==> config.mk <==
export PLATFORM = sky130hd
export DESIGN_NAME = task_wait_counter_table_core_flat
export DESIGN_NICKNAME = d
export VERILOG_FILES = /design/src/sv/twct_pkg.sv /design/src/sv/twct_ifs.sv /design/src/sv/twct_front.sv /design/src/sv/twct_queue.sv /design/src/sv/twct_exec.sv /design/src/sv/task_wait_counter_table_core.sv /design/src/flat_wrapper.sv
export SDC_FILE = /design/constraint.sdc
export NUM_CORES = 2
export LEC_CHECK = 0
export ABC_CLOCK_PERIOD_IN_PS = 19800
export BUFFER_PORTS_ARGS = -buffer_cell sky130_fd_sc_hd__buf_2
export CAP_MARGIN = 20
export CORE_ASPECT_RATIO = 0.9
export CORE_UTILIZATION = 40
export DETAILED_ROUTE_END_ITERATION = 16
export PLACE_DENSITY = 0.59
export SYNTH_ARGS = -nofsm -noshare
export SYNTH_HDL_FRONTEND = slang
export SYNTH_SLANG_ARGS = --single-unit
==> constraint.sdc <==
create_clock -name i_clk -period 19.8 [get_ports i_clk]
set_input_delay 1.98 -clock i_clk [delete_from_list [all_inputs] [get_ports i_clk]]
set_output_delay 1.98 -clock i_clk [all_outputs]
set_load 0.02 [all_outputs]
==> src/sv/twct_pkg.sv <==
package twct_pkg;

    localparam int TABLE_ENTRIES = 16;
    localparam int IDX_W         = (TABLE_ENTRIES > 1) ? $clog2(TABLE_ENTRIES) : 1;

    localparam int COUNT_W = 32;
    localparam int ACC_W   = 8;
    localparam int KEY_W   = 64;

    localparam int QUEUE_DEPTH = 2;
    localparam int QPTR_W      = (QUEUE_DEPTH > 1) ? $clog2(QUEUE_DEPTH) : 1;
    localparam int QCNT_W      = $clog2(QUEUE_DEPTH + 1);

    localparam logic REQ_BLOCK  = 1'b0;
    localparam logic REQ_FINISH = 1'b1;

    localparam logic KIND_WAKE = 1'b0;
    localparam logic KIND_FULL = 1'b1;

    // A classified request: the signed change to apply to the count and whether
    // the requesting accelerator becomes the waiter of the entry.
    typedef struct packed {
        logic               set_acc;
        logic [COUNT_W-1:0] delta;
        logic [ACC_W-1:0]   acc;
        logic [KEY_W-1:0]   key;
    } t_item;

endpackage

==> src/sv/twct_ifs.sv <==
interface twct_req_if import twct_pkg::*; ();
    logic                      valid;
    logic                      ready;
    logic                      req_type;
    logic signed [COUNT_W-1:0] component_count;
    logic        [ACC_W-1:0]   requester_acc;
    logic        [KEY_W-1:0]   task_key;

    modport source (output valid, req_type, component_count, requester_acc, task_key,
                    input ready);
    modport sink   (input valid, req_type, component_count, requester_acc, task_key,
                    output ready);
endinterface

interface twct_rsp_if import twct_pkg::*; ();
    logic             valid;
    logic             ready;
    logic             result_kind;
    logic [ACC_W-1:0] wake_acc;

    modport source (output valid, result_kind, wake_acc, input ready);
    modport sink   (input valid, result_kind, wake_acc, output ready);
endinterface

==> src/sv/twct_front.sv <==
module twct_front import twct_pkg::*; (
    twct_req_if.sink i_req,
    input  logic     i_space,
    output logic     o_push,
    output t_item    o_item
);

    logic is_block;

    assign is_block    = (i_req.req_type == REQ_BLOCK);
    assign i_req.ready = i_space;
    assign o_push      = i_req.valid && i_space;

    // A block request subtracts its count, so it is turned into a negated delta here.
    assign o_item.set_acc = is_block;
    assign o_item.delta   = is_block ? (COUNT_W'(0) - COUNT_W'(i_req.component_count))
                                     : COUNT_W'(i_req.component_count);
    assign o_item.acc     = i_req.requester_acc;
    assign o_item.key     = i_req.task_key;

endmodule

==> src/sv/twct_queue.sv <==
module twct_queue import twct_pkg::*; (
    input  logic  i_clk,
    input  logic  i_rst_n,
    input  logic  i_push,
    input  t_item i_item,
    output logic  o_space,
    input  logic  i_pop,
    output logic  o_valid,
    output t_item o_item
);

    t_item             r_store [QUEUE_DEPTH];
    logic [QPTR_W-1:0] r_wr;
    logic [QPTR_W-1:0] r_rd;
    logic [QCNT_W-1:0] r_count;
    logic              do_push;
    logic              do_pop;

    assign o_space = (r_count != QCNT_W'(QUEUE_DEPTH));
    assign o_valid = (r_count != QCNT_W'(0));
    assign o_item  = r_store[r_rd];
    assign do_push = i_push && o_space;
    assign do_pop  = i_pop && o_valid;

    always_ff @(posedge i_clk) begin
        if (!i_rst_n) begin
            r_wr    <= '0;
            r_rd    <= '0;
            r_count <= '0;
        end else begin
            if (do_push) begin
                r_wr <= (r_wr == QPTR_W'(QUEUE_DEPTH - 1)) ? '0 : r_wr + QPTR_W'(1);
            end
            if (do_pop) begin
                r_rd <= (r_rd == QPTR_W'(QUEUE_DEPTH - 1)) ? '0 : r_rd + QPTR_W'(1);
            end
            if (do_push && !do_pop) begin
                r_count <= r_count + QCNT_W'(1);
            end else if (do_pop && !do_push) begin
                r_count <= r_count - QCNT_W'(1);
            end
        end
    end

    always_ff @(posedge i_clk) begin
        if (do_push) begin
            r_store[r_wr] <= i_item;
        end
    end

endmodule

==> src/sv/twct_exec.sv <==
module twct_exec import twct_pkg::*; (
    input  logic        i_clk,
    input  logic        i_rst_n,
    input  logic        i_q_valid,
    input  t_item       i_q_item,
    output logic        o_q_pop,
    twct_rsp_if.source  o_rsp
);

    localparam logic [1:0] S_IDLE    = 2'd0;
    localparam logic [1:0] S_MATCH   = 2'd1;
    localparam logic [1:0] S_RESOLVE = 2'd2;
    localparam logic [1:0] S_UPDATE  = 2'd3;

    logic [1:0]               r_state;
    logic [1:0]               n_state;
    t_item                    r_item;

    logic [TABLE_ENTRIES-1:0] r_valid;
    logic [KEY_W-1:0]         r_task [TABLE_ENTRIES];
    logic [ACC_W-1:0]         r_acc_mem [TABLE_ENTRIES];
    logic [COUNT_W-1:0]       r_pend_mem [TABLE_ENTRIES];

    logic [TABLE_ENTRIES-1:0] r_match;
    logic [TABLE_ENTRIES-1:0] n_match;
    logic [IDX_W-1:0]         r_idx;
    logic [IDX_W-1:0]         n_idx;
    logic                     r_hit;
    logic                     n_hit;
    logic                     r_found;
    logic                     n_found;
    logic [ACC_W-1:0]         r_rd_acc;
    logic [COUNT_W-1:0]       r_rd_pend;

    logic                     r_out_valid;
    logic                     r_out_kind;
    logic [ACC_W-1:0]         r_out_acc;

    logic [COUNT_W-1:0]       pend_old;
    logic [COUNT_W-1:0]       pend_new;
    logic [ACC_W-1:0]         acc_eff;
    logic                     is_full;
    logic                     is_zero;
    logic                     need_out;
    logic                     advance;
    logic                     commit;

    assign o_q_pop = (r_state == S_IDLE) && i_q_valid;

    always_comb begin
        for (int i = 0; i < TABLE_ENTRIES; i++) begin
            n_match[i] = r_valid[i] && (r_task[i] == r_item.key);
        end
    end

    // Lowest matching entry wins; with no match, the lowest free entry is taken.
    always_comb begin
        n_hit   = 1'b0;
        n_found = 1'b0;
        n_idx   = '0;
        for (int i = TABLE_ENTRIES - 1; i >= 0; i--) begin
            if (!r_valid[i] && !n_hit) begin
                n_found = 1'b1;
                n_idx   = IDX_W'(i);
            end
        end
        for (int i = TABLE_ENTRIES - 1; i >= 0; i--) begin
            if (r_match[i]) begin
                n_hit = 1'b1;
                n_idx = IDX_W'(i);
            end
        end
        n_found = n_found || n_hit;
    end

    // A free entry is treated as holding a zero count, so a new task starts from zero.
    assign pend_old = r_hit ? r_rd_pend : '0;
    assign pend_new = pend_old + r_item.delta;
    assign acc_eff  = r_item.set_acc ? r_item.acc : r_rd_acc;
    assign is_full  = !r_found;
    assign is_zero  = (pend_new == '0);
    assign need_out = is_full || is_zero;
    assign advance  = !need_out || !r_out_valid || o_rsp.ready;
    assign commit   = (r_state == S_UPDATE) && advance && !is_full;

    always_comb begin
        n_state = r_state;
        case (r_state)
            S_IDLE: begin
                if (i_q_valid) begin
                    n_state = S_MATCH;
                end
            end
            S_MATCH:   n_state = S_RESOLVE;
            S_RESOLVE: n_state = S_UPDATE;
            S_UPDATE: begin
                if (advance) begin
                    n_state = S_IDLE;
                end
            end
            default:   n_state = S_IDLE;
        endcase
    end

    always_ff @(posedge i_clk) begin
        if (!i_rst_n) begin
            r_state     <= S_IDLE;
            r_valid     <= '0;
            r_out_valid <= 1'b0;
        end else begin
            r_state <= n_state;
            if (commit) begin
                r_valid[r_idx] <= !is_zero;
            end
            if ((r_state == S_UPDATE) && advance && need_out) begin
                r_out_valid <= 1'b1;
            end else if (o_rsp.ready) begin
                r_out_valid <= 1'b0;
            end
        end
    end

    always_ff @(posedge i_clk) begin
        if (o_q_pop) begin
            r_item <= i_q_item;
        end
        if (r_state == S_MATCH) begin
            r_match <= n_match;
        end
        if (r_state == S_RESOLVE) begin
            r_idx     <= n_idx;
            r_hit     <= n_hit;
            r_found   <= n_found;
            r_rd_acc  <= r_acc_mem[n_idx];
            r_rd_pend <= r_pend_mem[n_idx];
        end
        if (commit) begin
            r_task[r_idx]     <= r_item.key;
            r_acc_mem[r_idx]  <= acc_eff;
            r_pend_mem[r_idx] <= pend_new;
        end
        if ((r_state == S_UPDATE) && advance && need_out) begin
            r_out_kind <= is_full ? KIND_FULL : KIND_WAKE;
            r_out_acc  <= is_full ? '0 : acc_eff;
        end
    end

    assign o_rsp.valid       = r_out_valid;
    assign o_rsp.result_kind = r_out_kind;
    assign o_rsp.wake_acc    = r_out_acc;

    a_result_from_update: assert property (@(posedge i_clk) disable iff (!i_rst_n)
        $rose(r_out_valid) |-> $past(r_state == S_UPDATE))
        else $error("result raised outside the update step");

    a_hit_is_match: assert property (@(posedge i_clk) disable iff (!i_rst_n)
        (r_state == S_UPDATE && r_hit) |-> r_match[r_idx])
        else $error("selected entry does not match the key");

    a_wake_frees: assert property (@(posedge i_clk) disable iff (!i_rst_n)
        (commit && is_zero) |=> !r_valid[r_idx])
        else $error("entry still valid after wakeup");

    a_full_no_write: assert property (@(posedge i_clk) disable iff (!i_rst_n)
        (r_state == S_UPDATE && is_full && advance) |=> $stable(r_valid))
        else $error("table changed on a full result");

endmodule

==> src/sv/task_wait_counter_table_core.sv <==
// Channel  Dir  Handshake     Payload
// i_req    in   valid/ready   req_type, component_count, requester_acc, task_key
// o_rsp    out  valid/ready   result_kind, wake_acc
//
// Each request passes through four steps in the execution unit: queue pop, parallel tag
// compare, priority select with table read, and count update with write-back.
// A two-entry queue in front lets requests arrive while one is being worked on.
// Synchronous reset clears all entry valid bits directly; no clearing pass.
// A result waits in the output register; only the update step of an item that
// produces a result stalls while that register is still full.
module task_wait_counter_table_core import twct_pkg::*; (
    input  logic       i_clk,
    input  logic       i_rst_n,
    twct_req_if.sink   i_req,
    twct_rsp_if.source o_rsp
);

    logic  front_push;
    t_item front_item;
    logic  q_space;
    logic  q_valid;
    t_item q_item;
    logic  q_pop;

    twct_front u_front (
        .i_req   (i_req),
        .i_space (q_space),
        .o_push  (front_push),
        .o_item  (front_item)
    );

    twct_queue u_queue (
        .i_clk   (i_clk),
        .i_rst_n (i_rst_n),
        .i_push  (front_push),
        .i_item  (front_item),
        .o_space (q_space),
        .i_pop   (q_pop),
        .o_valid (q_valid),
        .o_item  (q_item)
    );

    twct_exec u_exec (
        .i_clk     (i_clk),
        .i_rst_n   (i_rst_n),
        .i_q_valid (q_valid),
        .i_q_item  (q_item),
        .o_q_pop   (q_pop),
        .o_rsp     (o_rsp)
    );

endmodule

==> src/flat_wrapper.sv <==
// flat-port wrapper written by rule: the top's interface ports become plain ports
module task_wait_counter_table_core_flat import twct_pkg::*;
  (i_clk, i_rst_n, i_req_valid, i_req_req_type, i_req_component_count, i_req_requester_acc, i_req_task_key, i_req_ready, o_rsp_valid, o_rsp_result_kind, o_rsp_wake_acc, o_rsp_ready);
  twct_req_if i_req_i ();
  twct_rsp_if o_rsp_i ();
  input  logic i_clk;
  input  logic i_rst_n;
  input wire logic [$bits(i_req_i.valid)-1:0] i_req_valid;
  input wire logic [$bits(i_req_i.req_type)-1:0] i_req_req_type;
  input wire logic [$bits(i_req_i.component_count)-1:0] i_req_component_count;
  input wire logic [$bits(i_req_i.requester_acc)-1:0] i_req_requester_acc;
  input wire logic [$bits(i_req_i.task_key)-1:0] i_req_task_key;
  output wire logic [$bits(i_req_i.ready)-1:0] i_req_ready;
  output wire logic [$bits(o_rsp_i.valid)-1:0] o_rsp_valid;
  output wire logic [$bits(o_rsp_i.result_kind)-1:0] o_rsp_result_kind;
  output wire logic [$bits(o_rsp_i.wake_acc)-1:0] o_rsp_wake_acc;
  input wire logic [$bits(o_rsp_i.ready)-1:0] o_rsp_ready;
  assign i_req_i.valid = i_req_valid;
  assign i_req_i.req_type = i_req_req_type;
  assign i_req_i.component_count = i_req_component_count;
  assign i_req_i.requester_acc = i_req_requester_acc;
  assign i_req_i.task_key = i_req_task_key;
  assign i_req_ready = i_req_i.ready;
  assign o_rsp_valid = o_rsp_i.valid;
  assign o_rsp_result_kind = o_rsp_i.result_kind;
  assign o_rsp_wake_acc = o_rsp_i.wake_acc;
  assign o_rsp_i.ready = o_rsp_ready;
  task_wait_counter_table_core u_core (.i_clk(i_clk), .i_rst_n(i_rst_n), .i_req(i_req_i), .o_rsp(o_rsp_i));
endmodule
==> flow_summary.json <==
{
  "combPwrFrac_pct": 29.6,
  "syn_to_final_growth_pct": 13.85,
  "htree_levels": 4,
  "netlist_top_cells_area": "sky130_fd_sc_hd__edfxtp_1, sky130_fd_sc_hd__xor2_1, sky130_fd_sc_hd__xnor2_1",
  "slew_headroom_pct": 0.4148,
  "min_path_type": "register to register",
  "pre_cts_ws_ps": 12990,
  "status": "finished clean",
  "finClkSkew_ps": 57.16,
  "die_width_um": 487.5,
  "share_of_total_power_in_sequential_cells_pct": 42.4,
  "cts-root-buf": "sky130_fd_sc_hd__clkbuf_16",
  "post_cts_resize_count": 0,
  "number_of_synthesized_flops_with_an_enable_pin": 2050,
  "fin_setup_tns_ps": 0,
  "tritoncts.num_buffers": 210,
  "globalplace.congestion": 0.9551,
  "floorplan.core_area_mm2": 0.2110,
  "routed_wirelength_um": 240100,
  "numClockSinks": 2073,
  "hold_buffers": 0,
  "timing.final.crit_share_pct": 34.19,
  "grt_first_pass_wirelength_um": 339600,
  "static_leak_uw": 0.03224,
  "synth.net_count": 5392,
  "worst_ir_drop_vdd_mv": 0.1154,
  "dp.final_hpwl_um": 145300,
  "final_layout_size_suffix_gt1_share_pct": 13.77,
  "worst_setup_hold_path_clk_slew_ps": 60,
  "synth_commonest_cells": "sky130_fd_sc_hd__edfxtp_1, sky130_fd_sc_hd__xor2_1, sky130_fd_sc_hd__xnor2_1, sky130_fd_sc_hd__mux2i_1, sky130_fd_sc_hd__nor3_1",
  "switching_share_pct": 34.29,
  "min_path_cells": 2,
  "tightestPinTransition_ps": 1494,
  "number_of_max_slew_violations_in_the_final_report": 0,
  "ys.flop_type": "sky130_fd_sc_hd__edfxtp_1",
  "clock.fmax_mhz": 147.7,
  "yosysMostFrequentCell": "sky130_fd_sc_hd__edfxtp_1",
  "netlist_area_mm2": 0.08484,
  "number_of_global_route_vias_before_repair": 46240,
  "crit_path_top_delay_cell": "sky130_fd_sc_hd__buf_4",
  "timing.final.setup_violations": 0,
  "worstHoldStart": "u_core.u_exec.r_state[0]",
  "synth.top_cell.area_share_pct": 72.56,
  "cts_setup_buffers": 0,
  "synthArstFlopShare_pct": 0,
  "rsz0062_at_grt": "false",
  "design.die.area_mm2": 0.2140,
  "timing.setup.critical_path_class": "register to register",
  "finalWorstPathRequiredPeriod_ps": 6769,
  "setup.worst_path.start_class": "register",
  "synth.yosys.warnings": 0,
  "critical_path.most_common_cell": "sky130_fd_sc_hd__buf_4",
  "power.switching_uw": 4803,
  "cts-root-to-sink-buffers": 3,
  "vias_per_cell": 5.661,
  "cell_internal_pwr_uw": 9205,
  "crit_arrival_ps": 7300,
  "power.share.clock_pct": 28.0,
  "synth_cell_types": 80,
  "synth_cells": 5244,
  "globalRoute.totalOverflow": 0,
  "first_pass_iters": 6,
  "worstRegToRegCells": 20,
  "final_antenna_net_count": 0,
  "regToRegStartpoint": "u_core.u_exec.r_hit",
  "tritoncts": "yes",
  "drc": 0,
  "initialDrtViolationCount": 6183,
  "synth_seq_cells": 2073,
  "seq_area_frac_synth_pct": 73.10,
  "die_h_um": 438.9,
  "pwr_density_cell_mw_per_mm2": 145.0,
  "cp_cell_sequence": "buf_4 > and2_1 > ha_1 > inv_1 > fa_1 > xnor2_1 > buf_4 > a2111oi_0 > o211ai_1 > or4_1 > nor4_1 > nand4_1 > or4b_1 > or4_1 > buf_4 > nor3b_4 > buf_4 > nor3_4 > buf_4 > buf_4",
  "grtUsageTotal_pct": 22.20,
  "detailroute.via_count": 48300,
  "worstHoldEndpoint": "u_core.u_exec.r_state[0]",
  "nFillCells": 18260,
  "max_stage_delay_ps": 530,
  "worst_path_max_fanout": 59,
  "core.rowCount": 160,
  "initial_core_util_pct": 40.21,
  "insertion_delay_ps": 870,
  "yosys.area.top_type": "sky130_fd_sc_hd__edfxtp_1",
  "placement.io_buffers": 119,
  "r2r_slack_ps": 13030,
  "synthesis.area_per_instance_um2": 16.18,
  "timing.max_cap.violations": 0,
  "final_nets": 5669,
  "ios": 120,
  "end_kind": "register",
  "pin_count_of_the_biggest_net_entering_global_routing": 139,
  "antenna_found_initial": 31,
  "hold_fails_final_rpt": 0,
  "wl_per_cell_um": 28.14,
  "postLayoutSetupSlackWorst_ps": 13030,
  "worst_ep_required_time_ps": 20340,
  "regToRegEndpoint": "u_core.u_exec.r_task[1][13]"
}
## power groups by stage
stage          combinational, uW  clock [uW]  sequential, uW
6_report                    4150        3920            5940
5_1_grt                     4350        4140            5960
4_1_cts                     4080        3990            5940
3_5_place_dp                4060           0            6030
3_3_place_gp                4010           0            6030
2_1_floorplan               2170           0            6090
## per-stage QoR
step	area (um^2)	hold WS, ps	util, %	instances	total power (uW)
floorplan	84840	470.9	-	5244	8260
global placement	89690	488.5	42.50	8135	10030
detailed placement	89710	499.6	42.52	8138	10090
CTS	96520	507.5	45.74	8521	14000
global route	96590	542.8	45.78	8527	14450
finish	96600	513.4	45.78	8532	14010
## cell families after synthesis
family                   share of synthesized area (%)
flip-flops                                       73.10
multiplexers                                     5.349
AND/OR/NAND/NOR                                  5.942
AO/OA/AOI/OAI                                    4.753
buffers and inverters                            1.954
XOR/XNOR                                         8.320
adder cells (fa/ha/maj)                         0.5840
## cell type report
type                    instances  area [um^2]  share of cell area, %
flip-flops and latches       2073        62020                  64.21
well taps                    2835         3547                  3.672
clock buffers                 256         5489                  5.682
inverters                     172        650.6                 0.6735
clock inverters               127         1320                  1.366
diodes                          5        12.51                0.01295
repair buffers                326         2236                  2.315
multi-input cells            2738        21320                  22.07
## flip-flops by register name, summed over array words and instances, names as in the netlist, 4 cells and up
name                          flops
u_core.u_exec.r_task           1024
u_core.u_exec.r_pend_mem        512
u_core.u_queue.r_store          210
u_core.u_exec.r_acc_mem         128
u_core.u_exec.r_item            105
u_core.u_exec.r_rd_pend          32
u_core.u_exec.r_match            16
u_core.u_exec.r_valid            16
u_core.u_exec.o_rsp.wake_acc      8
u_core.u_exec.r_rd_acc            8
u_core.u_exec.r_idx               4
## layer usage
| layer | wire, um | track usage [%] |
|---|---|---|
| met1 | 109900 | 34.02 |
| met2 | 102400 | 32.16 |
| met3 | 22230 | 3.946 |
| met4 | 5580 | 5.986 |
| met5 | 32 | 0 |
## worst max-delay path: cells and delay by family (launching register included)
kind	cells	cell delay, ps
compound gates	2	530
buf+inv	7	2130
xor+xnor	1	310
simple gates	8	2230
fa+ha+maj	2	650
flops	1	320
## cell usage in the layout (no fill, tap or decap), types with 153 or more instances in the layout
| cell type | instances |
|---|---|
| sky130_fd_sc_hd__nand4_1 | 153 |
| sky130_fd_sc_hd__xor2_1 | 408 |
| sky130_fd_sc_hd__mux2i_1 | 324 |
| sky130_fd_sc_hd__o22ai_1 | 170 |
| sky130_fd_sc_hd__xnor2_1 | 397 |
| sky130_fd_sc_hd__edfxtp_1 | 2050 |
| sky130_fd_sc_hd__clkbuf_16 | 211 |
| sky130_fd_sc_hd__inv_1 | 165 |
| sky130_fd_sc_hd__buf_4 | 200 |
| sky130_fd_sc_hd__nor3_1 | 198 |
## worst max path at each step
stage	slack, ps	to	startpoint	depth (start not counted)
3_5_place_dp	12990	u_core.u_exec.r_task[4][38]	u_core.u_exec.r_hit	20
4_1_cts	12970	u_core.u_exec.r_task[12][10]	u_core.u_exec.r_hit	20
6_report	13030	u_core.u_exec.r_task[1][13]	u_core.u_exec.r_hit	20
2_1_floorplan	8680	u_core.u_exec.r_acc_mem[10][0]	u_core.u_exec.r_hit	16
5_1_grt	12590	u_core.u_exec.r_task[1][53]	u_core.u_exec.r_hit	20
3_3_place_gp	12920	u_core.u_exec.r_task[4][38]	u_core.u_exec.r_hit	19
(Power assumes the default switching activity.)
